$ cat src/rtl/core/fcc_pkg.sv
package fcc_pkg;

   parameter int NUM_FACES  = 4;
   parameter int COORD_W    = 16;
   parameter int NRM_W      = 12;
   parameter int OFF_W      = 28;
   parameter int PROD_W     = NRM_W + COORD_W;
   parameter int DIST_W     = PROD_W + 4;
   parameter int CSR_IDX_W  = 8;
   parameter int CSR_DATA_W = 64;
   parameter int OUT_CNT_W  = 21;
   parameter int QDEPTH     = 4;
   parameter int QPTR_W     = 2;
   parameter int QFILL_W    = 3;

   // register indexes
   parameter logic [CSR_IDX_W-1:0] CSR_FACE_ONE   = 8'd0;
   parameter logic [CSR_IDX_W-1:0] CSR_FACE_TWO   = 8'd1;
   parameter logic [CSR_IDX_W-1:0] CSR_FACE_THREE = 8'd2;
   parameter logic [CSR_IDX_W-1:0] CSR_FACE_FOUR  = 8'd3;

   typedef struct packed {
      logic signed [OFF_W-1:0] off;
      logic signed [NRM_W-1:0] nz;
      logic signed [NRM_W-1:0] ny;
      logic signed [NRM_W-1:0] nx;
   } plane_type;

   typedef struct packed {
      logic hit;
      logic last;
   } flags_type;

endpackage

$ cat src/rtl/core/fcc_if.sv


interface fcc_rsp_if;
   logic               valid;
   logic               ready;
   logic               inside_res;
   logic               cloud_done;
   logic               centroid_valid;
   logic signed [15:0] centroid_x;
   logic signed [15:0] centroid_y;
   logic signed [15:0] centroid_z;
   logic [20:0]        inside_count;
   modport source(output valid, inside_res, cloud_done, centroid_valid, centroid_x,
                  centroid_y, centroid_z, inside_count, input ready);
   modport sink(input valid, inside_res, cloud_done, centroid_valid, centroid_x,
                centroid_y, centroid_z, inside_count, output ready);
endinterface


$ cat src/rtl/core/fcc_back.sv
module fcc_back #(
   parameter int CNT_W   = 21,
   parameter int SUM_W   = 37,
   parameter int ENTRY_W = 2 + 3 * SUM_W + CNT_W
) (
   input  logic               clock,
   input  logic               reset,
   input  logic [ENTRY_W-1:0] head,
   input  logic               not_empty,
   output logic               pop,
   fcc_rsp_if.source          rsp
);

   localparam logic ST_IDLE = 1'b0;
   localparam logic ST_DIV  = 1'b1;
   localparam int   STEP_W  = $clog2(SUM_W);

   fcc_pkg::flags_type      hflags;
   logic signed [SUM_W-1:0] hsum [3];
   logic [CNT_W-1:0]        hcnt;

   logic                    state_ff, state_in;
   logic [STEP_W-1:0]       step_ff, step_in;
   logic [SUM_W-1:0]        q_ff [3];
   logic [SUM_W-1:0]        q_in [3];
   logic [CNT_W-1:0]        r_ff [3];
   logic [CNT_W-1:0]        r_in [3];
   logic                    neg_ff [3];
   logic [CNT_W-1:0]        d_ff;
   fcc_pkg::flags_type      fl_ff;

   logic                    rv_ff, rv_in;
   logic                    o_inside_ff, o_done_ff, o_cv_ff;
   logic signed [15:0]      o_c_ff [3];
   logic [fcc_pkg::OUT_CNT_W-1:0] o_cnt_ff;

   logic                    free, direct, div_done;
   logic [CNT_W:0]          shifted [3];
   logic [SUM_W-1:0]        qneg [3];

   assign {hflags, hsum[0], hsum[1], hsum[2], hcnt} = head;

   assign free     = !rv_ff || rsp.ready;
   assign pop      = (state_ff == ST_IDLE) && not_empty && free;
   assign direct   = pop && !(hflags.last && hcnt != '0);
   assign div_done = (state_ff == ST_DIV) && (step_ff == STEP_W'(SUM_W - 1));

   // one restoring step per cycle on all three axes
   always_comb begin
      for (int k = 0; k < 3; k++) begin
         shifted[k] = {r_ff[k], q_ff[k][SUM_W-1]};
         if (shifted[k] >= {1'b0, d_ff}) begin
            r_in[k] = CNT_W'(shifted[k] - {1'b0, d_ff});
            q_in[k] = {q_ff[k][SUM_W-2:0], 1'b1};
         end else begin
            r_in[k] = shifted[k][CNT_W-1:0];
            q_in[k] = {q_ff[k][SUM_W-2:0], 1'b0};
         end
         qneg[k] = neg_ff[k] ? -q_in[k] : q_in[k];
      end
   end

   always_comb begin
      state_in = state_ff;
      step_in  = step_ff;
      case (state_ff)
         ST_IDLE: begin
            if (pop && !direct) begin
               state_in = ST_DIV;
               step_in  = '0;
            end
         end
         ST_DIV: begin
            if (div_done) state_in = ST_IDLE;
            else step_in = step_ff + 1'b1;
         end
         default: state_in = ST_IDLE;
      endcase
      rv_in = rv_ff;
      if (direct || div_done) rv_in = 1'b1;
      else if (rsp.ready) rv_in = 1'b0;
   end

   always_ff @(posedge clock) begin
      if (reset) begin
         state_ff <= ST_IDLE;
         step_ff  <= '0;
         rv_ff    <= 1'b0;
      end else begin
         state_ff <= state_in;
         step_ff  <= step_in;
         rv_ff    <= rv_in;
      end
      if (pop && !direct) begin
         for (int k = 0; k < 3; k++) begin
            neg_ff[k] <= hsum[k][SUM_W-1];
            q_ff[k]   <= hsum[k][SUM_W-1] ? -hsum[k] : hsum[k];
            r_ff[k]   <= '0;
         end
         d_ff  <= hcnt;
         fl_ff <= hflags;
      end else if (state_ff == ST_DIV) begin
         for (int k = 0; k < 3; k++) begin
            q_ff[k] <= q_in[k];
            r_ff[k] <= r_in[k];
         end
      end
      if (direct) begin
         o_inside_ff <= hflags.hit;
         o_done_ff   <= hflags.last;
         o_cv_ff     <= 1'b0;
         for (int k = 0; k < 3; k++) o_c_ff[k] <= '0;
         o_cnt_ff    <= hflags.last ? fcc_pkg::OUT_CNT_W'(hcnt) : '0;
      end else if (div_done) begin
         o_inside_ff <= fl_ff.hit;
         o_done_ff   <= fl_ff.last;
         o_cv_ff     <= 1'b1;
         for (int k = 0; k < 3; k++) o_c_ff[k] <= qneg[k][15:0];
         o_cnt_ff    <= fcc_pkg::OUT_CNT_W'(d_ff);
      end
   end

   assign rsp.valid          = rv_ff;
   assign rsp.inside_res     = o_inside_ff;
   assign rsp.cloud_done     = o_done_ff;
   assign rsp.centroid_valid = o_cv_ff;
   assign rsp.centroid_x     = o_c_ff[0];
   assign rsp.centroid_y     = o_c_ff[1];
   assign rsp.centroid_z     = o_c_ff[2];
   assign rsp.inside_count   = o_cnt_ff;

   a_div_slot_empty: assert property (@(posedge clock) disable iff (reset)
      (state_ff == ST_DIV) |-> !rv_ff)
      else $error("result register busy during division");
   a_cv_needs_done: assert property (@(posedge clock) disable iff (reset)
      (rv_ff && o_cv_ff) |-> (o_done_ff && o_cnt_ff != '0 || CNT_W > fcc_pkg::OUT_CNT_W))
      else $error("centroid valid without closing word");

endmodule

$ cat src/flat_wrapper.sv
// flat-port wrapper written by rule: the top's interface ports become plain ports
module fcc_back_flat 
#(
   parameter int CNT_W   = 21,
   parameter int SUM_W   = 37,
   parameter int ENTRY_W = 2 + 3 * SUM_W + CNT_W
)
  (clock, reset, head, not_empty, pop, rsp_valid, rsp_inside_res, rsp_cloud_done, rsp_centroid_valid, rsp_centroid_x, rsp_centroid_y, rsp_centroid_z, rsp_inside_count, rsp_ready);
  fcc_rsp_if rsp_i ();
  input  logic clock;
  input  logic reset;
  input  logic [ENTRY_W-1:0] head;
  input  logic not_empty;
  output logic pop;
  output wire logic [$bits(rsp_i.valid)-1:0] rsp_valid;
  output wire logic [$bits(rsp_i.inside_res)-1:0] rsp_inside_res;
  output wire logic [$bits(rsp_i.cloud_done)-1:0] rsp_cloud_done;
  output wire logic [$bits(rsp_i.centroid_valid)-1:0] rsp_centroid_valid;
  output wire logic [$bits(rsp_i.centroid_x)-1:0] rsp_centroid_x;
  output wire logic [$bits(rsp_i.centroid_y)-1:0] rsp_centroid_y;
  output wire logic [$bits(rsp_i.centroid_z)-1:0] rsp_centroid_z;
  output wire logic [$bits(rsp_i.inside_count)-1:0] rsp_inside_count;
  input wire logic [$bits(rsp_i.ready)-1:0] rsp_ready;
  assign rsp_valid = rsp_i.valid;
  assign rsp_inside_res = rsp_i.inside_res;
  assign rsp_cloud_done = rsp_i.cloud_done;
  assign rsp_centroid_valid = rsp_i.centroid_valid;
  assign rsp_centroid_x = rsp_i.centroid_x;
  assign rsp_centroid_y = rsp_i.centroid_y;
  assign rsp_centroid_z = rsp_i.centroid_z;
  assign rsp_inside_count = rsp_i.inside_count;
  assign rsp_i.ready = rsp_ready;
  fcc_back #(.CNT_W(CNT_W), .SUM_W(SUM_W), .ENTRY_W(ENTRY_W)) u_core (.clock(clock), .reset(reset), .head(head), .not_empty(not_empty), .pop(pop), .rsp(rsp_i));
endmodule
$ cat config.mk
export PLATFORM = sky130hd
export DESIGN_NAME = fcc_back_flat
export DESIGN_NICKNAME = d
export VERILOG_FILES = /design/src/rtl/core/fcc_pkg.sv /design/src/rtl/core/fcc_if.sv /design/src/rtl/core/fcc_back.sv /design/src/flat_wrapper.sv
export SDC_FILE = /design/constraint.sdc
export NUM_CORES = 1
export LEC_CHECK = 0
export BUFFER_PORTS_ARGS = -buffer_cell sky130_fd_sc_hd__clkbuf_2
export CAP_MARGIN = 20
export CORE_MARGIN = 2
export CORE_UTILIZATION = 40
export CTS_CLUSTER_DIAMETER = 200
export DETAILED_ROUTE_END_ITERATION = 6
export PLACE_DENSITY_LB_ADDON = 0.15
export SLEW_MARGIN = 5
export SYNTH_ARGS = -nofsm -noshare
export SYNTH_HDL_FRONTEND = slang
export SYNTH_SLANG_ARGS = --single-unit
export TNS_END_PERCENT = 1
$ cat constraint.sdc
create_clock -name clock -period 20 [get_ports clock]
set_input_delay 3 -clock clock [delete_from_list [all_inputs] [get_ports clock]]
set_output_delay 3 -clock clock [all_outputs]
set_load 0.02 [all_outputs]
* Word level (Yosys, flattened, before mapping)
Memory sizes are Yosys's and may differ from the RTL's. Cells that the tools add are included.
Word-level totals: register bits after elaboration 55, RAM bits 225, logic and storage cells 100, memories 4, input port bits 138, output and inout port bits 74
Memories:
- u_core.q_ff | depth 3, bits a word 37, read ports 3, clocked after Yosys merged registers in 0, wr ports 3, line fcc_back.sv:24 | logic [SUM_W-1:0] q_ff [3];
- u_core.r_ff | depth 3, bits a word 21, read ports 3, clocked after Yosys merged registers in 0, wr ports 3, line fcc_back.sv:26 | logic [CNT_W-1:0] r_ff [3];
- u_core.o_c_ff | depth 3, bits a word 16, read ports 3, clocked after Yosys merged registers in 0, wr ports 3, line fcc_back.sv:34 | logic signed [15:0] o_c_ff [3];
- u_core.neg_ff | depth 3, bits a word 1, read ports 3, clocked after Yosys merged registers in 0, wr ports 3, line fcc_back.sv:28 | logic neg_ff [3];
Cells by class: reduce and logical (&&, ||, !) cells 15, $add $sub $neg 10, magnitude comparators 3, muxes and demuxes 45, bitwise gates (word level) 10, eq/ne operators 3
Operator list (number):
- $mux 37 | 6
- $mux 21 | 9
- $neg 37->37 | 3
- $mux 16 | 6
- $ge 22x21->1 | 3
- $sub 21x21->21 | 3
- $neg 16->16 | 3
- $reduce_bool 21->1 | 1
- $mux 1 | 20
- $mux 6 | 2
- $pmux 6 s2 | 1
- $or 1x1->1 | 9
- $add 6x1->6 const B | 1
- $eq 6x6->1 const B | 1
- $logic_and 1x1->1 | 6
- $ne 2x2->1 const B | 2
- $reduce_bool 2->1 | 2
- $logic_not 1->1 | 3
- $logic_or 1x1->1 | 2
- $pmux 1 s2 | 1
- $reduce_and 2->1 | 1
- $not 1->1 | 1

* Logic depth before layout (Yosys ltp)
Gate-level depths: netlist of the first run.
word-level depth 9, mapped depth 18, mapped depth without buffers 16

* Least setup slack after synthesis of the first run
Ideal clock, no wire load.
kind input port to flip-flop, from input head[1], to memory u_core.q_ff[0][0], enable pin, setup slack 11.469 ns, data required time 18.568 ns, stages 4, path buffers 0, setup time 1.432 ns, arrival time 7.098 ns, path through or4_1 -> o41ai_1 -> nand4bb_1 -> nand2_1
RTL lines:
- start, declared | line flat_wrapper.sv:12 | input logic [ENTRY_W-1:0] head;
- end, declared | line fcc_back.sv:24

* Worst setup path after layout of the first run
from input rsp_ready, to output pop
Between the ends: cells in the longest elaborated chain, start to end 2
RTL lines:
- start, declared | line flat_wrapper.sv:23 | input wire logic [$bits(rsp_i.ready)-1:0] rsp_ready;
- $logic_or 1x1->1 | line fcc_back.sv:43 | assign free = !rv_ff || rsp.ready;
- $logic_and 1x1->1 | line fcc_back.sv:44 | assign pop = (state_ff == ST_IDLE) && not_empty && free;
- end, declared | line flat_wrapper.sv:14 | output logic pop;
Every way passes these cells.

==> results of run 1 <==
area by class of cell:
cell class	count	area [um^2]
fill	3976	22200
sequential	280	8320
multi-input combinational	1285	8170
timing repair buffer	222	1140
clock buffer	37	905
tap	539	674
inverter	59	221
clock inverter	23	206
worst min-delay path, delay by kind of cell, from the launching register on:
family        cells  cell delay [ns]
flops             1             0.31
simple gates      2             0.09
report_power, final:
group | total [mW] | internal, mW | switching (mW)
Clock | 0.621 | 0.367 | 0.254
Sequential | 0.739 | 0.710 | 0.0295
Combinational | 0.322 | 0.120 | 0.201
Total | 1.68 | 1.20 | 0.485
Yosys cell counts, types with 8 or more instances:
| cell type | count |
|---|---|
| a211oi_1 | 15 |
| a21o_1 | 21 |
| a21oi_1 | 112 |
| a31oi_1 | 12 |
| clkbuf_1 | 65 |
| dfxtp_1 | 9 |
| edfxtp_1 | 271 |
| ha_1 | 71 |
| inv_1 | 58 |
| mux2_2 | 8 |
| mux2i_1 | 16 |
| nand2_1 | 228 |
| nand2b_1 | 24 |
| nand3_1 | 23 |
| nand4_1 | 11 |
| nor2_1 | 132 |
| nor2b_1 | 11 |
| nor3_1 | 20 |
| nor4_1 | 13 |
| o21a_1 | 8 |
| o21ai_0 | 168 |
| o31ai_1 | 44 |
| o41ai_1 | 25 |
| or2_2 | 12 |
| or3_1 | 27 |
| or4_1 | 21 |
| xnor2_1 | 51 |
| xor2_1 | 135 |
sequential cells by signal, indices dropped and copies added (netlist names):
signal,count
u_core.d_ff,21
u_core.rsp.centroid_valid,1
u_core.o_c_ff,48
u_core.neg_ff,3
u_core.rsp.valid,1
u_core.state_ff,1
u_core.rsp.inside_count,21
u_core.step_ff,6
u_core.rsp.cloud_done,1
u_core.q_ff,111
u_core.rsp.inside_res,1
u_core.fl_ff,2
u_core.r_ff,63
final timing paths:
kind	from	to	slack, ns
worst max-delay path	rsp_ready	pop	13.09
worst min-delay path	u_core.rsp.centroid_valid$_SDFFE_PP0P_	u_core.rsp.centroid_valid$_SDFFE_PP0P_	0.45
worst max register to register	u_core.d_ff[0]$_DFFE_PP_	u_core.o_c_ff[0][30]$_SDFFCE_PN0P_	14.97
worst min register to register	u_core.rsp.centroid_valid$_SDFFE_PP0P_	u_core.rsp.centroid_valid$_SDFFE_PP0P_	0.45
cell usage in the layout (no fill, tap or decap), types with 9 or more instances in the layout:
master,netlist,layout
nor2_1,132,132
nand2b_1,24,24
nor3_1,20,20
a211oi_1,15,15
or2_2,12,12
o41ai_1,25,24
a21o_1,21,21
clkbuf_2,0,211
or3_1,27,27
nand4_1,11,11
clkinv_2,0,9
o31ai_1,44,44
ha_1,71,71
edfxtp_1,271,271
a31oi_1,12,12
o21ai_0,168,168
xnor2_1,51,51
nor2b_1,11,11
buf_4,0,11
nor4_1,13,13
nand3_1,23,22
mux2i_1,16,16
xor2_1,135,135
clkbuf_16,0,36
nand2_1,228,226
a21oi_1,112,111
inv_1,58,57
or4_1,21,21
cells by family (layout without fill, tap and decap cells):
family                   after synthesis  count (layout)  share of synthesized area [%]
AND/OR/NAND/NOR                      549             549                           15.1
AO/OA/AOI/OAI                        451             451                           16.2
flip-flops                           280             280                           49.1
XOR/XNOR                             186             186                           9.61
buffers and inverters                131             341                           2.90
adder cells (fa/ha/maj)               74              74                           5.60
multiplexers                          25              25                           1.57
through the flow:
stage / std cells / util [%] / hold WS (ns) / setup slack [ns]
after floorplan: 1696 / - / 0.472 / 11.47
after global placement: 2385 / 44.3 / 0.445 / 13.08
after detailed placement: 2385 / 44.3 / 0.445 / 13.08
after CTS: 2445 / 46.9 / 0.453 / 13.08
after global routing: 2445 / 46.9 / 0.483 / 13.00
final: 2445 / 46.9 / 0.448 / 13.09
per-layer routing:
| layer | track usage, % | wire (um) | vias to the layer above |
|---|---|---|---|
| met4 | 7.04 | 1220 | 4 |
| met5 | 0 | 25 | - |
| met3 | 3.19 | 2010 | 66 |
| li1 | - | - | 6585 |
| met2 | 30.7 | 19700 | 298 |
| met1 | 28.2 | 20600 | 6182 |
==> results.txt, run 1 <==
Seq/Total Area, Yosys: 49.1%
Top delay family on crit path: buffers and inverters
Rel. slew slack: 32.1%
Hold Buf Count CTS: 0
peak per-stage delay on the critical path: 0.28 ns
maximum clock frequency: 0.145 GHz
routed length per placed instance: 17.8 um
CP cell instances: clkbuf_2 -> nand2b_1 -> and3_1 -> buf_4 -> clkbuf_2
Post-synth top flop: edfxtp_1
vias per inst: 5.37
slew of the pin with the lowest slew margin: 1.02 ns
Period minus WS final: 6.91 ns
Yosys cell types: 63
syn nets: 1908
final max-slew violation count: 0
initial antenna violation count: 3
Tcrit/Tclk final: 34.6%
Syn Inst Count: 1696
GPL Wtd Cong: 0.839
Synth top area share: 48.0%
Top cell by count, worst path: clkbuf_2
final setup fails: 0
Die Y: 210 um
CORE AREA: 41900 um^2
Nets: 2095
Clock Tree Root: clkbuf_16
ANT cells: 0
clock slew at reported path FFs: 0.06 ns
total global routing overflow: 0
Startpoint Class: primary input
number of antenna-violating nets in the routed design: 0
PwrDens: 85.6 nW/um^2
routed vias: 13100
Post-CTS Setup Bufs: 0
Critical Path End Type: output pin
DR pass1 iterations: 5
Worst Path Max Fanout: 22
global-route wire length before repair: 69.0 mm
maxcap violations: 0
Min-Delay Path Depth: 2
Die X: 210 um
vias in the first global route: 12500
area grow syn2layout: 15.9%
CP Depth: 5
Max Buffers Root-to-Sink: 3
CP required: 17.00 ns
later-pin clock latency in the skew report: 0.55 ns
cell area after synthesis: 16900 um^2
Avg Cell Area, Syn: 9.99 um^2
Yosys Warn Count: 0
Worst Path Buf+Inv: 3
H-tree lvl count: 2
# rows: 75
port bufs: 211
Post-Layout Inst Area: 19600 um^2
largest net degree at the start of global routing: 122
# IOs: 212
RSZ-0062 raised after global routing: no
clk sinks: 280
Slowest-stage cell, CP: buf_4
Initial Util: 40.5%
Hold Vio Cnt, Final: 0
layout cells sized above 1: 16.5%
CTS Buf Count: 35
PostCTS Resize Cnt: 0
Tot GR Track Use: 19.9%
cell taking the most area after synthesis: edfxtp_1
critical path type: primary input to output pin
full die area: 44000 um^2
Setup Total Neg Slack: 0 ns
number of synthesized flops with an enable pin: 271
Remaining DRCs: 0
Setup Skew: 0.0269 ns
status: complete, no violations
CTS tree: done
reg2reg path depth: 15
ys async rst share: 0%
HPWL after DPL: 31.1 mm
HP Class: flip-flop to flip-flop
Initial DRC Count: 826
placed inst area: 18500 um^2
final WL: 43.6 mm
WP data arrival: 3.91 ns
Yosys reg bits: 280
Leakage: 7.57 nW
most area-consuming cells after synthesis: edfxtp_1 (48%), xor2_1 (7.0%), ha_1 (5.2%)
peak supply drop: 59.6 uV
overall power: 1.68 mW
No activity file was read; power rests on OpenSTA's default activity.
==> run 2, diff against run 1 <==
clock period = 6.9 ns   (was 20 ns; I/O delays follow)
==> run 2 against run 1 <==
Net effect: critical path type is now flip-flop to flip-flop; sequential share of layout area rose by 0.19 points; combinational power increased to 2.9 times the previous value; clock skew grew 0.0036 ns; global-route usage increased by 0.45 points; clock-buffer cell count up 8; non-clock buffer count did not move; largest power group unchanged; setup slack worse by 11 ns; cell area is 0.45% lower; clock power rose to 2.7 times the previous value; wire length is 3.5% higher.
==> results.txt, run 2 (synthesis results as in run 1) <==
max reg flops: 111 (unchanged)
PostCTS Resize Cnt: 0 (unchanged)
Initial DRC Count: 824 (-0.24%)
Worst Path Buf+Inv: 2 (-1)
Remaining DRCs: 0 (unchanged)
PwrDens: 243 nW/um^2 (+180%)
initial antenna violation count: 1 (-2)
HPWL after DPL: 31.9 mm (+2.6%)
Nets: 2095 (unchanged)
HP Class: flip-flop to flip-flop
Largest regs: u_core.q_ff (111), u_core.r_ff (63), u_core.o_c_ff (48)
Slowest-stage cell, CP: o311ai_0
peak supply drop: 145 uV (+140%)
final WL: 45.1 mm (+3.5%)
clock slew at reported path FFs: 0.06 ns (about the same)
status: complete, no violations
Startpoint Class: flip-flop
GPL Wtd Cong: 0.866 (+3.2%)
Initial Util: 40.5% (unchanged)
commonest non-fill, non-tap cell in the layout: edfxtp_1
Leakage: 7.52 nW (-0.67%)
maximum clock frequency: 0.230 GHz
port bufs: 211 (unchanged)
Die X: 210 um (unchanged)
RSZ-0062 raised after global routing: no
H-tree lvl count: 2 (unchanged)
vias per inst: 5.44 (+1.2%)
CP startpoint: u_core.d_ff[2]$_DFFE_PP_
total global routing overflow: 0 (unchanged)
final setup fails: 0 (unchanged)
number of antenna-violating nets in the routed design: 0 (unchanged)
Die Y: 210 um (unchanged)
ANT cells: 0 (unchanged)
CTS tree: done
full die area: 44000 um^2 (unchanged)
final core utilization: 46.7% (-0.21 points)
DR pass1 iterations: 5 (unchanged)
Tot GR Track Use: 20.3% (+0.45 points)
# IOs: 212 (unchanged)
Clock Tree Root: clkbuf_16
Setup Skew: 0.0305 ns (+0.00362 ns)
Period minus WS final: 4.35 ns
maxcap violations: 0 (unchanged)
routed length per placed instance: 18.4 um (+3.4%)
CP cell instances: inv_1 -> ha_1 -> nor2b_1 -> o31a_1 -> o311ai_0 -> a21oi_1 -> nor3_1 -> o21ai_2 -> inv_1 -> ha_1 -> nand2b_1 -> o41ai_1 -> xor2_1 -> nor2_1
Worst Path Max Fanout: 21 (-4.5%)
Tcrit/Tclk final: 63.0%
final max-slew violation count: 0 (unchanged)
area grow syn2layout: 15.4%
most frequent cells in the layout: edfxtp_1 (271), nand2_1 (226), clkbuf_2 (211), o21ai_0 (168), xor2_1 (135)
Hold Vio Cnt, Final: 0 (unchanged)
# rows: 75 (unchanged)
peak per-stage delay on the critical path: 0.62 ns (+0.34 ns)
Hold Buf Count CTS: 0 (unchanged)
Critical Path End Type: flip-flop
largest net degree at the start of global routing: 127 (+4.1%)
clk sinks: 280 (unchanged)
fill cell count: 4031 (+1.4%)
global-route wire length before repair: 70.8 mm (+2.6%)
Max Buffers Root-to-Sink: 3 (unchanged)
Rel. slew slack: 29.7% (-2.4 points)
Top reg by flops: u_core.q_ff
Top delay family on crit path: compound AO/OA/AOI/OAI gates
layout cells sized above 1: 15.9% (-0.59 points)
CTS Buf Count: 35 (unchanged)
routed vias: 13300 (+1.3%)
later-pin clock latency in the skew report: 0.54 ns (about the same)
WP data arrival: 4.59 ns (+0.68 ns)
Critical R2R Launch: u_core.d_ff[2]$_DFFE_PP_
CORE AREA: 41900 um^2 (unchanged)
CP required: 7.14 ns (-9.86 ns)
Setup Total Neg Slack: 0 ns (unchanged)
HP Start: u_core.rsp.centroid_valid$_SDFFE_PP0P_
slew of the pin with the lowest slew margin: 1.05 ns (+0.0353 ns)
Post-CTS Setup Bufs: 0 (unchanged)
critical path type: flip-flop to flip-flop
vias in the first global route: 12900 (+3.8%)
run 2: per-layer routing:
metal | up-vias | wire (um) | global-route usage [%]
met5 | - | 11 | 0
met2 | 336 | 20200 | 32.1
met3 | 71 | 2510 | 3.77
met4 | 2 | 1120 | 6.51
li1 | 6593 | - | -
met1 | 6298 | 21300 | 28.2
run 2: power breakdown:
part	internal, mW	leakage [nW]	switching, mW
clock	0.952	0.494	0.711
combinational	0.351	4.38	0.589
sequential	2.06	2.64	0.0899
total	3.36	7.52	1.39
run 2: worst register-to-register path, delay by kind of cell, from the launching register on:
family	cells	cell delay (ns)
buffers and inverters	2	0.71
adder cells (fa/ha/maj)	2	0.60
XOR/XNOR	1	0.18
AO/OA/AOI/OAI	5	1.53
AND/OR/NAND/NOR	4	0.67
flip-flops	1	0.35
run 2: cell type report:
type	instances	area (um^2)	area share [%]
flip-flops and latches	280	8320	42.6
multi-input cells	1285	8170	41.8
repair buffers	222	1150	5.89
clock buffers	45	933	4.77
well taps	539	674	3.45
inverters	59	221	1.13
clock inverters	16	76.3	0.390
run 2: final timing paths:
| kind | end | slack (ns) | depth (start not counted) |
|---|---|---|---|
| max | u_core.o_c_ff[0][38]$_SDFFCE_PN0P_ | 2.55 | 14 |
| min | u_core.rsp.centroid_valid$_SDFFE_PP0P_ | 0.45 | 2 |
| max reg2reg | u_core.o_c_ff[0][38]$_SDFFCE_PN0P_ | 2.55 | 14 |
| min reg2reg | u_core.rsp.centroid_valid$_SDFFE_PP0P_ | 0.45 | 2 |
run 2: stage by stage:
step                total power [mW]  hold slack (ns)  area (um^2)  cells  setup slack, ns
floorplan                       2.84            0.472        16900   1696            0.334
global placement                3.11            0.433        18500   2385             2.68
detailed placement              3.12            0.444        18500   2385             2.61
CTS                             4.81            0.454        19600   2446             2.58
global route                    4.99            0.474        19600   2446             2.21
finish                          4.75            0.453        19600   2446             2.55
