File: config.mk
export PLATFORM = sky130hd
export DESIGN_NAME = fcc_queue
export DESIGN_NICKNAME = d
export VERILOG_FILES = /design/src/rtl/core/fcc_pkg.sv /design/src/rtl/core/fcc_queue.sv
export SDC_FILE = /design/constraint.sdc
export NUM_CORES = 1
export LEC_CHECK = 0
export ABC_CLOCK_PERIOD_IN_PS = 2600
export BUFFER_PORTS_ARGS = -buffer_cell sky130_fd_sc_hd__buf_2
export CAP_MARGIN = 40
export CORE_ASPECT_RATIO = 0.5
export CORE_MARGIN = 2
export CORE_UTILIZATION = 25
export DETAILED_ROUTE_END_ITERATION = 16
export GPL_TIMING_DRIVEN = 0
export PLACE_DENSITY = 0.42
export REMOVE_ABC_BUFFERS = 1
export SETUP_SLACK_MARGIN = 0.05
export SYNTH_ARGS = -nofsm -noshare
export SYNTH_HDL_FRONTEND = slang
export SYNTH_SLANG_ARGS = --single-unit
File: constraint.sdc
create_clock -name clock -period 2.6 [get_ports clock]
set_clock_uncertainty 0.15 [all_clocks]
set_input_delay 0.78 -clock clock [delete_from_list [all_inputs] [get_ports clock]]
set_output_delay 0.78 -clock clock [all_outputs]
set_load 0.05 [all_outputs]
File: src/rtl/core/fcc_pkg.sv
package fcc_pkg;

   parameter int NUM_FACES  = 4;
   parameter int COORD_W    = 16;
   parameter int NRM_W      = 12;
   parameter int OFF_W      = 28;
   parameter int PROD_W     = NRM_W + COORD_W;
   parameter int DIST_W     = PROD_W + 4;
   parameter int CSR_IDX_W  = 8;
   parameter int CSR_DATA_W = 64;
   parameter int OUT_CNT_W  = 21;
   parameter int QDEPTH     = 4;
   parameter int QPTR_W     = 2;
   parameter int QFILL_W    = 3;

   // register indexes
   parameter logic [CSR_IDX_W-1:0] CSR_FACE_ONE   = 8'd0;
   parameter logic [CSR_IDX_W-1:0] CSR_FACE_TWO   = 8'd1;
   parameter logic [CSR_IDX_W-1:0] CSR_FACE_THREE = 8'd2;
   parameter logic [CSR_IDX_W-1:0] CSR_FACE_FOUR  = 8'd3;

   typedef struct packed {
      logic signed [OFF_W-1:0] off;
      logic signed [NRM_W-1:0] nz;
      logic signed [NRM_W-1:0] ny;
      logic signed [NRM_W-1:0] nx;
   } plane_type;

   typedef struct packed {
      logic hit;
      logic last;
   } flags_type;

endpackage

File: src/rtl/core/fcc_queue.sv
module fcc_queue #(
   parameter int W = 8
) (
   input  logic                          clock,
   input  logic                          reset,
   input  logic                          push,
   input  logic [W-1:0]                  push_data,
   input  logic                          pop,
   output logic [W-1:0]                  head,
   output logic                          not_empty,
   output logic [fcc_pkg::QFILL_W-1:0]   fill
);

   logic [W-1:0]                  mem_ff [fcc_pkg::QDEPTH];
   logic [fcc_pkg::QPTR_W-1:0]    wp_ff, wp_in, rp_ff, rp_in;
   logic [fcc_pkg::QFILL_W-1:0]   fill_ff, fill_in;

   always_comb begin
      wp_in = push ? wp_ff + 1'b1 : wp_ff;
      rp_in = pop ? rp_ff + 1'b1 : rp_ff;
      fill_in = fill_ff + {{(fcc_pkg::QFILL_W-1){1'b0}}, push}
                - {{(fcc_pkg::QFILL_W-1){1'b0}}, pop};
   end

   always_ff @(posedge clock) begin
      if (reset) begin
         wp_ff   <= '0;
         rp_ff   <= '0;
         fill_ff <= '0;
      end else begin
         wp_ff   <= wp_in;
         rp_ff   <= rp_in;
         fill_ff <= fill_in;
      end
      if (push) mem_ff[wp_ff] <= push_data;
   end

   assign head      = mem_ff[rp_ff];
   assign not_empty = fill_ff != '0;
   assign fill      = fill_ff;

   a_no_overflow: assert property (@(posedge clock) disable iff (reset)
      !(push && !pop && fill_ff == fcc_pkg::QFILL_W'(fcc_pkg::QDEPTH)))
      else $error("word pushed into full queue");
   a_no_underflow: assert property (@(posedge clock) disable iff (reset)
      pop |-> fill_ff != '0)
      else $error("word popped from empty queue");

endmodule

== Word-level counts from Yosys, hierarchy flattened ==
Memories as Yosys holds them, arrays and structs flattened. A register that Yosys moved wholly into a read port is not among the register bits.
Index checks and enable logic that the tools add are counted.
W data, S select, Z words.

* $add $sub $neg: 4
* Mux-type cells: 4
* Reduce and logical (&&, ||, !) cells: 1

{| class="wikitable"
|+ Operators by type and width
! kind !! number
|-
| $add A2 B1 Y2 const B || 2
|-
| $mux W2 || 2
|-
| $add A3 B1 Y3 || 1
|-
| $reduce_bool A3 Y1 || 1
|-
| $sub A3 B1 Y3 || 1
|-
| $mux W1 || 2
|}

* Input bits: 12
* Flip-flop bits (word level): 7
* RAM bits: 32
* Word-level logic and storage cells: 13
* Memories: 1
* Output and inout port bits: 12

{| class="wikitable"
|+ Memories
! name !! words !! width !! read ports !! clocked after Yosys merged registers in !! wr ports !! RTL line !! source
|-
| mem_ff || 4 || 8 || 1 || 1 || 1 || fcc_queue.sv:14 || <nowiki>logic [W-1:0] mem_ff [fcc_pkg::QDEPTH];</nowiki>
|}

== Longest topological paths before layout ==
Gate-level depths: netlist (run 1).

* Word-level depth: 3
* Mapped depth: 7

== Worst setup path before layout (run 1) ==
No wires, ideal clock.

* Path kind: in2reg
* Start: in pop
* End: reg fill_ff (netlist bit fill[2])
* Buffers on the path: 0
* Arrival time: 2031 ps
* Cell stages on the path: 6
* Setup time: 64 ps
* Path slack: 354 ps
* Cells stage by stage: ha_1 > inv_1 > ha_1 > fa_1 > xor3_1 > nor2_1

* Cells in the longest elaborated chain, start to end: 1

{| class="wikitable"
|+ Ends and longest elaborated chain
! what !! RTL line !! source
|-
| start: declaration || fcc_queue.sv:8 || <nowiki>input logic pop,</nowiki>
|-
| $sub A3 B1 Y3 || fcc_queue.sv:22 || <nowiki>- {{(fcc_pkg::QFILL_W-1){1'b0}}, pop};</nowiki>
|-
| end signal: assignment || fcc_queue.sv:33 || <nowiki>fill_ff <= fill_in;</nowiki>
|-
| end: declaration || fcc_queue.sv:16 || <nowiki>logic [fcc_pkg::QFILL_W-1:0] fill_ff, fill_in;</nowiki>
|}

No other way between the ends.
A chain may end at the register's enable or synchronous reset.

==> impl_metrics.sql, run 1 <==
INSERT INTO impl_metrics (metric_group, metric, value, unit) VALUES
('status', 'status', 'finished, final reports clean', ''),
('worst_setup_path', 'max_incr_delay_on_cp', '0.52', 'ns'),
('detailed_routing', 'drt-vias-per-instance', '3.74', ''),
('logic_synthesis', 'synthesis.area', '1590', 'µm²'),
('min_path', 'min_path_type', 'flop to flop', ''),
('timing', 'finalCriticalPeriod', '2.41', 'ns'),
('worst_setup_path', 'nature_of_the_critical_path_startpoint', 'flop', ''),
('logic_synthesis', 'postSynthCellCount', '83', ''),
('clock_tree', 'clk_root_buffer_cell', 'sky130_fd_sc_hd__clkbuf_16', ''),
('clock_tree', 'max-clock-path-buffers', '2', ''),
('global_routing', 'initial_antenna_violation_count', '0', ''),
('power', 'power_leakage', '0.709', 'nW'),
('cells_and_area', 'antenna_cells', '0', ''),
('timing', 'final_hold_viol_count', '0', ''),
('clock_tree', 'tritoncts', 'built', ''),
('global_routing', 'grtUsageTotal', '8.30', '%'),
('timing', 'fmax', '415', 'MHz'),
('clock_tree', 'numCtsBuffers', '5', ''),
('logic_synthesis', 'post-synth-top-area-cell', 'sky130_fd_sc_hd__edfxtp_1', ''),
('clock_tree', 'cts_htree_levels', '2', ''),
('worst_setup_path', 'worstPathMaxFanout', '8', ''),
('detailed_routing', 'number_of_nets_with_antenna_violations_after_routing', '0', ''),
('floorplan', 'fp.dieW', '117', 'µm'),
('worst_setup_path', 'rrSetupSlack', '0.71', 'ns'),
('worst_setup_path', 'end_kind', 'output port', ''),
('floorplan', 'row_count', '20', ''),
('floorplan', 'core_region_area', '6110', 'µm²'),
('logic_synthesis', 'synth-seq-cells', '41', ''),
('clock_tree', 'total_of_hold_buffers_inserted_after_clock_tree_synthesis', '0', ''),
('logic_synthesis', 'synth_async_sr_flop_share', '0', '%'),
('floorplan', 'top_level_pins', '24', ''),
('cells_and_area', 'layout.cells.most_common', 'sky130_fd_sc_hd__edfxtp_1', ''),
('floorplan', 'die-area', '7060', 'µm²'),
('logic_synthesis', 'sequential_cell_area_fraction_in_the_yosys_report', '71.7', '%'),
('timing', 'finalHoldWorstSlack', '0.406', 'ns'),
('detailed_routing', 'initialDrtViolationCount', '13', ''),
('placed_design', 'routabilityCongestion', '0.675', ''),
('worst_setup_path', 'endpoint_of_the_lowest_slack_register_to_register_path', 'fill[2]', ''),
('detailed_routing', 'drc', '0', ''),
('placed_design', 'dp_hpwl', '1.66', 'mm'),
('worst_setup_path', 'timing.setup.critical_path_class', 'flop to output port', ''),
('timing', 'slew_headroom', '68.5', '%'),
('logic_synthesis', 'synthDominantCellAreaShare', '60.4', '%'),
('logic_synthesis', 'avgSynthCellArea', '19.2', 'µm²'),
('detailed_routing', 'drt_pass1_iterations', '4', ''),
('detailed_routing', 'route.vias.total', '747', ''),
('worst_setup_path', 'worst_r2r_startpoint', 'fill[0]', ''),
('timing', 'tightest_slew', '0.472', 'ns'),
('min_path', 'hp_start', 'rp_ff[0]', ''),
('worst_setup_path', 'crit_chain', 'mux4_2, buf_2', ''),
('clock_tree', 'cts.clk_slew.worst_paths', '0.06', 'ns'),
('worst_setup_path', 'required_worst_endpoint', '1.67', 'ns'),
('cells_and_area', 'post_synthesis_to_final_layout_area_growth', '22.3', '%'),
('logic_synthesis', 'synth.distinct_cells', '18', ''),
('worst_setup_path', 'worstPathArrival', '1.48', 'ns'),
('logic_synthesis', 'synthFlopType', 'sky130_fd_sc_hd__edfxtp_1', ''),
('timing', 'finalCritPeriodShare', '92.8', '%'),
('timing', 'rsz0062_at_grt', 'no', ''),
('logic_synthesis', 'yosysWarnings', '0', ''),
('floorplan', 'chipHeight', '60.4', 'µm'),
('min_path', 'hold_path_depth', '2', ''),
('cells_and_area', 'final_layout_size_suffix_gt1_share', '35.7', '%'),
('global_routing', 'first_global_vias', '827', ''),
('power', 'vdd_ir_drop_max', '0.467', 'mV'),
('cells_and_area', 'commonest_cells_after_routing_fill_and_taps_aside', '32 x sky130_fd_sc_hd__edfxtp_1, 23 x sky130_fd_sc_hd__buf_2, 8 x sky130_fd_sc_hd__mux4_2, 8 x sky130_fd_sc_hd__dfxtp_1', ''),
('cells_and_area', 'finish.net_count', '130', ''),
('worst_setup_path', 'critPathSlowestCell', 'sky130_fd_sc_hd__mux4_2', ''),
('worst_setup_path', 'worst-r2r-cell-count', '7', ''),
('global_routing', 'grt_pass1_wl', '4.13', 'mm'),
('detailed_routing', 'routed_wire_length', '2.52', 'mm'),
('timing', 'setup-violations-final', '0', '');
[per-stage QoR]
| stage | worst slack (ns) | area (µm²) | cells | util (%) | total power [W] |
|---|---|---|---|---|---|
| 2_1_floorplan | 0.354 | 1580 | 81 | - | 0.00104 |
| 4_1_cts | 0.150 | 1950 | 200 | 31.9 | 0.00171 |
| 6_report | 0.188 | 1950 | 200 | 31.9 | 0.00168 |
| 5_1_grt | 0.129 | 1950 | 200 | 31.9 | 0.00177 |
| 3_5_place_dp | 0.121 | 1800 | 192 | 29.5 | 0.00112 |
| 3_3_place_gp | 0.110 | 1800 | 192 | 29.5 | 0.00112 |
[cell usage after synthesis (2+ instances only)]
cell	instances
sky130_fd_sc_hd__dfxtp_1	9
sky130_fd_sc_hd__and2_1	4
sky130_fd_sc_hd__mux4_2	8
sky130_fd_sc_hd__ha_1	6
sky130_fd_sc_hd__nor2b_1	2
sky130_fd_sc_hd__inv_1	6
sky130_fd_sc_hd__xnor2_1	2
sky130_fd_sc_hd__edfxtp_1	32
sky130_fd_sc_hd__nor2_1	5
[registers in the layout, summed over array words and instances (netlist names), named ones only]
register,cells
fill,3
mem_ff,32
rp_ff,2
wp_ff,2
[critical path: cells and delay by family (launching register included)]
kind     cells  cell delay (ns)
mux          1             0.52
flops        1             0.45
buf+inv      1             0.23
[cells by family (layout without fill, tap and decap cells)]
| family | count (synthesis) | count (layout) | synth area share (%) |
|---|---|---|---|
| xor gates and xnor gates | 3 | 3 | 2.59 |
| muxes | 9 | 9 | 11.9 |
| and+or+nand+nor | 13 | 13 | 4.40 |
| buffers and inverters | 8 | 37 | 2.44 |
| AOI/OAI and AO/OA | 2 | 2 | 0.943 |
| adders and majority gates | 7 | 7 | 5.97 |
| DFF | 41 | 41 | 71.7 |
[metal layers]
metal	routed length, µm	vias up	GRT usage, %
met5	0	-	0
met4	54	0	4.54
met3	86	5	2.80
met2	1140	14	13.5
met1	1230	360	10.0
li1	-	368	-
[repair_timing]
| item | CTS | global route |
|---|---|---|
| resized for setup | 2 | 0 |
| buffers inserted | 0 | 0 |
| setup endpoints to repair | 8 | 0 |
[power breakdown]
part           internal, W  switching [W]  leakage [nW]
registers         0.000754      0.0000323         0.369
logic             0.000109       0.000205         0.269
clock network     0.000351       0.000231        0.0712
[layout make-up]
type / instances / area [µm²]
clock buffer: 5 / 125
clock inverter: 3 / 17.5
fill: 623 / 4160
inverter: 6 / 22.5
multi-input combinational: 34 / 412
sequential: 41 / 1140
tap: 88 / 110
timing repair buffer: 23 / 115
[how the worst max path moves through the flow]
stage	from	end	cells past startpoint
floorplan	pop	fill[2]	6
global placement	flop	head[0]	2
detailed placement	flop	head[0]	2
CTS	flop	head[0]	2
global route	flop	head[0]	2
finish	flop	head[0]	2
Note: power is estimated with default switching activity, not from simulation.
==> run 2: changes to the inputs <==
Settings changed: ABC_CLOCK_PERIOD_IN_PS 2600 to 3100.
Clock period 2.6 ns to 3.1 ns, I/O delays scaled along.
==> run 2 against run 1 <==
Worst hold slack about the same. Critical path depth unchanged. Wire length is essentially flat. Combinational power down 16%. Sequential share of layout area decreased by 0.080 points. Global-route usage is the same. Highest routed layer unchanged. Register-to-register slack improved by 0.50 ns. Design area fell by 0.19%. Largest cell class unchanged. Critical endpoint unchanged. Total power down 16%. Core utilization decreased by 0.061 points. Die area unchanged. Flip-flop and latch count unchanged.
==> impl_metrics.sql, run 2 (synthesis results as in run 1) <==
INSERT INTO impl_metrics (metric_group, metric, value, unit) VALUES
('status', 'status', 'finished, final reports clean', ''),
('clock_tree', 'clock_latency', '0.27', 'ns'),
('detailed_routing', 'route.vias.total', '746', ''),
('power', 'seq_power_share', '46.7', '%'),
('cells_and_area', 'layout.cells.most_common', 'sky130_fd_sc_hd__edfxtp_1', ''),
('clock_tree', 'post_cts_resized', '0', ''),
('worst_setup_path', 'critPathSlowestCell', 'sky130_fd_sc_hd__dfxtp_1', ''),
('cells_and_area', 'post_synthesis_to_final_layout_area_growth', '22.1', '%'),
('placed_design', 'place.port_buffers', '23', ''),
('clock_tree', 'cts_htree_levels', '2', ''),
('worst_setup_path', 'worst-r2r-cell-count', '7', ''),
('detailed_routing', 'drc', '0', ''),
('floorplan', 'die-area', '7060', 'µm²'),
('clock_tree', 'clk_root_buffer_cell', 'sky130_fd_sc_hd__clkbuf_16', ''),
('cells_and_area', 'largest_reg_flops', '32', ''),
('floorplan', 'core_region_area', '6110', 'µm²'),
('timing', 'finalCriticalPeriod', '2.86', 'ns'),
('power', 'power_density_of_the_placed_cells', '726', 'nW/µm²'),
('worst_setup_path', 'required_worst_endpoint', '2.02', 'ns'),
('flow_run', 'drv_cap', '0', ''),
('timing', 'final_hold_viol_count', '0', ''),
('cells_and_area', 'antenna_cells', '0', ''),
('detailed_routing', 'routed_wire_length', '2.51', 'mm'),
('global_routing', 'grt_pass1_wl', '4.13', 'mm'),
('worst_setup_path', 'max_incr_delay_on_cp', '0.70', 'ns'),
('clock_tree', 'total_of_hold_buffers_inserted_after_clock_tree_synthesis', '0', ''),
('floorplan', 'floorplan.initialDensity', '26.1', '%'),
('detailed_routing', 'initialDrtViolationCount', '14', ''),
('worst_setup_path', 'nature_of_the_critical_path_startpoint', 'flop', ''),
('detailed_routing', 'length_of_routed_wiring_on_met1', '1.23', 'mm'),
('timing', 'slew_headroom', '60.2', '%'),
('global_routing', 'pin_count_of_the_biggest_net_entering_global_routing', '14', ''),
('clock_tree', 'numClockSinks', '41', ''),
('timing', 'fmax', '349', 'MHz'),
('cells_and_area', 'finish.net_count', '130', ''),
('power', 'vdd_ir_drop_max', '0.392', 'mV'),
('worst_setup_path', 'worstPathMaxFanout', '8', ''),
('cells_and_area', 'final_layout_size_suffix_gt1_share', '34.8', '%'),
('placed_design', 'dp_hpwl', '1.66', 'mm'),
('timing', 'finalCritPeriodShare', '92.3', '%'),
('timing', 'setup-violations-final', '0', ''),
('global_routing', 'initial_antenna_violation_count', '0', ''),
('power', 'power_leakage', '0.709', 'nW'),
('global_routing', 'grtUsageTotal', '8.30', '%'),
('power', 'clkPwrFrac', '34.6', '%'),
('timing', 'fin_tns_setup', '0', 'ns'),
('clock_tree', 'max-clock-path-buffers', '2', ''),
('clock_tree', 'cts.clk_slew.worst_paths', '0.06', 'ns'),
('worst_setup_path', 'timing.setup.critical_path_class', 'flop to output port', ''),
('worst_setup_path', 'worstPathArrival', '1.78', 'ns'),
('detailed_routing', 'met3WireLength', '86', 'µm'),
('global_routing', 'overflow', '0', ''),
('cells_and_area', 'final_util', '31.8', '%'),
('power', 'power.internal', '0.00102', 'W'),
('floorplan', 'fp.dieW', '117', 'µm'),
('detailed_routing', 'drt_pass1_iterations', '4', ''),
('detailed_routing', 'number_of_nets_with_antenna_violations_after_routing', '0', ''),
('placed_design', 'routabilityCongestion', '0.675', ''),
('power', 'share_comb_of_total_power', '18.7', '%'),
('cells_and_area', 'register_name_with_the_most_flops', 'mem_ff', ''),
('min_path', 'hold_path_depth', '2', ''),
('worst_setup_path', 'crit_chain', 'mux4_2, buf_2', ''),
('detailed_routing', 'routed_wire_length_per_instance', '12.6', 'µm'),
('timing', 'tightest_slew', '0.597', 'ns'),
('floorplan', 'top_level_pins', '24', ''),
('clock_tree', 'post_cts.repair.setup_buffers', '0', ''),
('min_path', 'min_path_type', 'flop to flop', ''),
('detailed_routing', 'dr.max_layer_used', 'met4', ''),
('power', 'switching_share', '27.8', '%'),
('timing', 'timing_max_transition_violations_final', '0', ''),
('clock_tree', 'tritoncts', 'built', ''),
('floorplan', 'row_count', '20', ''),
('floorplan', 'chipHeight', '60.4', 'µm'),
('cells_and_area', 'commonest_cells_after_routing_fill_and_taps_aside', '32 x sky130_fd_sc_hd__edfxtp_1, 23 x sky130_fd_sc_hd__buf_2, 9 x sky130_fd_sc_hd__dfxtp_1, 8 x sky130_fd_sc_hd__mux4_2', ''),
('power', 'power_switching', '0.000393', 'W'),
('clock_tree', 'numCtsBuffers', '5', ''),
('global_routing', 'first_global_vias', '827', ''),
('detailed_routing', 'met2WireLength', '1.14', 'mm'),
('timing', 'rsz0062_at_grt', 'no', ''),
('detailed_routing', 'drt-vias-per-instance', '3.73', ''),
('worst_setup_path', 'end_kind', 'output port', '');
-- run 2: final cells by class --
type,count,area (µm²)
inverter,6,22.5
tap,88,110
fill,623,4160
timing repair buffer,23,115
multi-input combinational,34,412
clock buffer,5,125
sequential,41,1140
clock inverter,3,17.5
-- run 2: power groups by stage --
stage	Sequential, W	Clock [W]	Combinational, W
after floorplan	0.000702	0	0.000172
after global placement	0.000671	0	0.000266
after detailed placement	0.000671	0	0.000267
after CTS	0.000660	0.000503	0.000267
after global routing	0.000665	0.000533	0.000287
final	0.000659	0.000488	0.000263
-- run 2: routing by layer --
metal	GRT usage, %	vias up
met5	0	-
li1	-	368
met3	2.80	5
met2	13.5	14
met1	10.0	359
met4	4.54	0
-- run 2: worst max-delay path, delay by kind of cell (launching register included) --
| family | cells | cell delay, ns |
|---|---|---|
| flops | 1 | 0.70 |
| mux | 1 | 0.58 |
| buf+inv | 1 | 0.23 |
-- run 2: path summary, 6_finish.rpt --
path | start | end | slack, ns
max | flop | head[0] | 0.24
min | rp_ff[0] | flop | 0.41
max reg2reg | fill[0] | fill[2] | 1.21
min reg2reg | rp_ff[0] | flop | 0.41
-- run 2: through the flow --
step | cells | setup WS, ns | hold WS [ns] | total power [W] | instance area, µm²
3_5_place_dp | 192 | 0.471 | 0.395 | 0.000938 | 1800
3_3_place_gp | 192 | 0.460 | 0.372 | 0.000937 | 1800
4_1_cts | 200 | 0.167 | 0.408 | 0.00143 | 1940
6_report | 200 | 0.238 | 0.405 | 0.00141 | 1940
2_1_floorplan | 81 | 0.704 | 0.342 | 0.000873 | 1580
5_1_grt | 200 | 0.123 | 0.449 | 0.00148 | 1940
==> run 3: changes to the inputs <==
Settings changed: ABC_CLOCK_PERIOD_IN_PS 3100 to 2700.
Clock period 3.1 ns to 2.7 ns, I/O delays scaled along.
==> run 3 against run 2 <==
Sequential power increased by 15%. Global-route usage did not move. Via count is the same. Count of clock-buffer cells in the layout is the same. Highest routed layer unchanged. Final cell count is the same.
==> impl_metrics.sql, run 3 (synthesis results as in run 1) <==
INSERT INTO impl_metrics (metric_group, metric, value, unit) VALUES
('floorplan', 'core_region_area', '6110', 'µm²'),
('timing', 'timing_max_transition_violations_final', '0', ''),
('timing', 'final_hold_viol_count', '0', ''),
('timing', 'rsz0062_at_grt', 'no', ''),
('clock_tree', 'cts.clk_slew.worst_paths', '0.06', 'ns'),
('floorplan', 'die-area', '7060', 'µm²'),
('clock_tree', 'numClockSinks', '41', ''),
('power', 'power_density_of_the_placed_cells', '833', 'nW/µm²'),
('power', 'share_comb_of_total_power', '18.6', '%'),
('cells_and_area', 'layout.cells.most_common', 'sky130_fd_sc_hd__edfxtp_1', ''),
('global_routing', 'first_global_vias', '827', ''),
('timing', 'finalCriticalPeriod', '2.53', 'ns'),
('clock_tree', 'cts_htree_levels', '2', ''),
('power', 'clkPwrFrac', '34.6', '%'),
('power', 'seq_power_share', '46.7', '%'),
('worst_setup_path', 'end_kind', 'output port', ''),
('clock_tree', 'total_of_hold_buffers_inserted_after_clock_tree_synthesis', '0', ''),
('min_path', 'hp_start', 'rp_ff[0]', ''),
('floorplan', 'top_level_pins', '24', ''),
('placed_design', 'routabilityCongestion', '0.675', ''),
('placed_design', 'place.port_buffers', '23', ''),
('worst_setup_path', 'nature_of_the_critical_path_startpoint', 'flop', ''),
('cells_and_area', 'commonest_cells_after_routing_fill_and_taps_aside', '32 x sky130_fd_sc_hd__edfxtp_1, 23 x sky130_fd_sc_hd__buf_2, 8 x sky130_fd_sc_hd__mux4_2, 8 x sky130_fd_sc_hd__dfxtp_1', ''),
('clock_tree', 'numCtsBuffers', '5', ''),
('flow_run', 'drv_cap', '0', ''),
('power', 'power_switching', '0.000451', 'W'),
('cells_and_area', 'final_layout_size_suffix_gt1_share', '35.7', '%'),
('global_routing', 'initial_antenna_violation_count', '0', ''),
('timing', 'setup-violations-final', '0', ''),
('timing', 'fmax', '395', 'MHz'),
('timing', 'slew_headroom', '68.7', '%'),
('detailed_routing', 'number_of_nets_with_antenna_violations_after_routing', '0', ''),
('detailed_routing', 'routed_wire_length', '2.51', 'mm'),
('cells_and_area', 'largest_reg_flops', '32', ''),
('global_routing', 'grt_pass1_wl', '4.13', 'mm'),
('worst_setup_path', 'rrSetupSlack', '0.81', 'ns'),
('worst_setup_path', 'worstPathMaxFanout', '8', ''),
('clock_tree', 'tritoncts', 'built', ''),
('clock_tree', 'clock_latency', '0.27', 'ns'),
('global_routing', 'grtUsageTotal', '8.30', '%'),
('clock_tree', 'max-clock-path-buffers', '2', ''),
('cells_and_area', 'finish.net_count', '130', ''),
('cells_and_area', 'post_synthesis_to_final_layout_area_growth', '22.2', '%'),
('detailed_routing', 'drt-vias-per-instance', '3.73', ''),
('status', 'status', 'finished, final reports clean', ''),
('cells_and_area', 'register_name_with_the_most_flops', 'mem_ff', ''),
('clock_tree', 'clk_root_buffer_cell', 'sky130_fd_sc_hd__clkbuf_16', ''),
('detailed_routing', 'routed_wire_length_per_instance', '12.6', 'µm'),
('power', 'power.internal', '0.00117', 'W'),
('detailed_routing', 'initialDrtViolationCount', '14', ''),
('detailed_routing', 'route.vias.total', '746', ''),
('floorplan', 'row_count', '20', ''),
('timing', 'fin_tns_setup', '0', 'ns'),
('cells_and_area', 'num-fill-cells', '622', ''),
('worst_setup_path', 'required_worst_endpoint', '1.74', 'ns'),
('floorplan', 'floorplan.initialDensity', '26.1', '%'),
('worst_setup_path', 'timing.setup.critical_path_class', 'flop to output port', ''),
('timing', 'tightest_slew', '0.470', 'ns'),
('worst_setup_path', 'worstPathArrival', '1.57', 'ns'),
('detailed_routing', 'drt_pass1_iterations', '4', ''),
('worst_setup_path', 'worst_r2r_startpoint', 'fill[0]', ''),
('global_routing', 'overflow', '0', ''),
('timing', 'finalCritPeriodShare', '93.9', '%'),
('min_path', 'min_path_type', 'flop to flop', ''),
('floorplan', 'fp.dieW', '117', 'µm'),
('cells_and_area', 'antenna_cells', '0', ''),
('power', 'switching_share', '27.8', '%'),
('detailed_routing', 'drc', '0', ''),
('global_routing', 'pin_count_of_the_biggest_net_entering_global_routing', '14', ''),
('placed_design', 'dp_hpwl', '1.66', 'mm'),
('power', 'power_leakage', '0.709', 'nW'),
('timing', 'finalHoldWorstSlack', '0.405', 'ns'),
('floorplan', 'chipHeight', '60.4', 'µm'),
('power', 'vdd_ir_drop_max', '0.451', 'mV');
-- run 3: changes by cell type in the layout (fill, tap and decap cells not counted) --
cell                      change
sky130_fd_sc_hd__dfxtp_1      -1
sky130_fd_sc_hd__dfxtp_2      +1
-- run 3: power groups by stage --
stage                     Clock (W)  Sequential [W]  Combinational (W)
after global routing       0.000611        0.000764           0.000329
after floorplan                   0        0.000806           0.000197
after CTS                  0.000578        0.000759           0.000306
after detailed placement          0        0.000771           0.000306
final                      0.000561        0.000757           0.000302
after global placement            0        0.000770           0.000305
-- run 3: worst paths after layout --
path         cells after the start       to
max                              2  head[0]
min                              2     flop
max reg2reg                      7  fill[2]
min reg2reg                      2     flop
-- run 3: area by class of cell --
class	count	area, µm²	area share [%]
Sequential cell	41	1140	58.8
Multi-Input combinational cell	34	412	21.2
Clock buffer	5	125	6.44
Timing Repair Buffer	23	115	5.92
Tap cell	88	110	5.66
Inverter	6	22.5	1.16
Clock inverter	3	17.5	0.901
-- run 3: metal layers --
metal / up-vias / routed length, µm / GRT usage, %
li1: 368 / - / -
met1: 359 / 1230 / 10.0
met2: 14 / 1140 / 13.5
met3: 5 / 86 / 2.80
met4: 0 / 54 / 4.54
met5: - / 0 / 0
-- run 3: critical path: stages (launching register included) --
cell                      delay, ns
sky130_fd_sc_hd__dfxtp_2       0.52
sky130_fd_sc_hd__mux4_2        0.55
sky130_fd_sc_hd__buf_2         0.23
-- run 3: repair_timing --
action / in CTS / in global routing
setup buffers: 0 / 0
setup endpoints to repair: 8 / 0
resized for setup: 1 / 0
hold endpoints to repair: 0 / 0
-- run 3: per-stage QoR --
stage | total power (W) | setup WS [ns] | cell area [µm²] | util [%] | cells
3_5_place_dp | 0.00108 | 0.191 | 1800 | 29.5 | 192
2_1_floorplan | 0.00100 | 0.424 | 1580 | - | 81
6_report | 0.00162 | 0.165 | 1940 | 31.8 | 200
5_1_grt | 0.00170 | 0.0888 | 1940 | 31.8 | 200
4_1_cts | 0.00164 | 0.119 | 1940 | 31.8 | 200
3_3_place_gp | 0.00108 | 0.180 | 1800 | 29.5 | 192
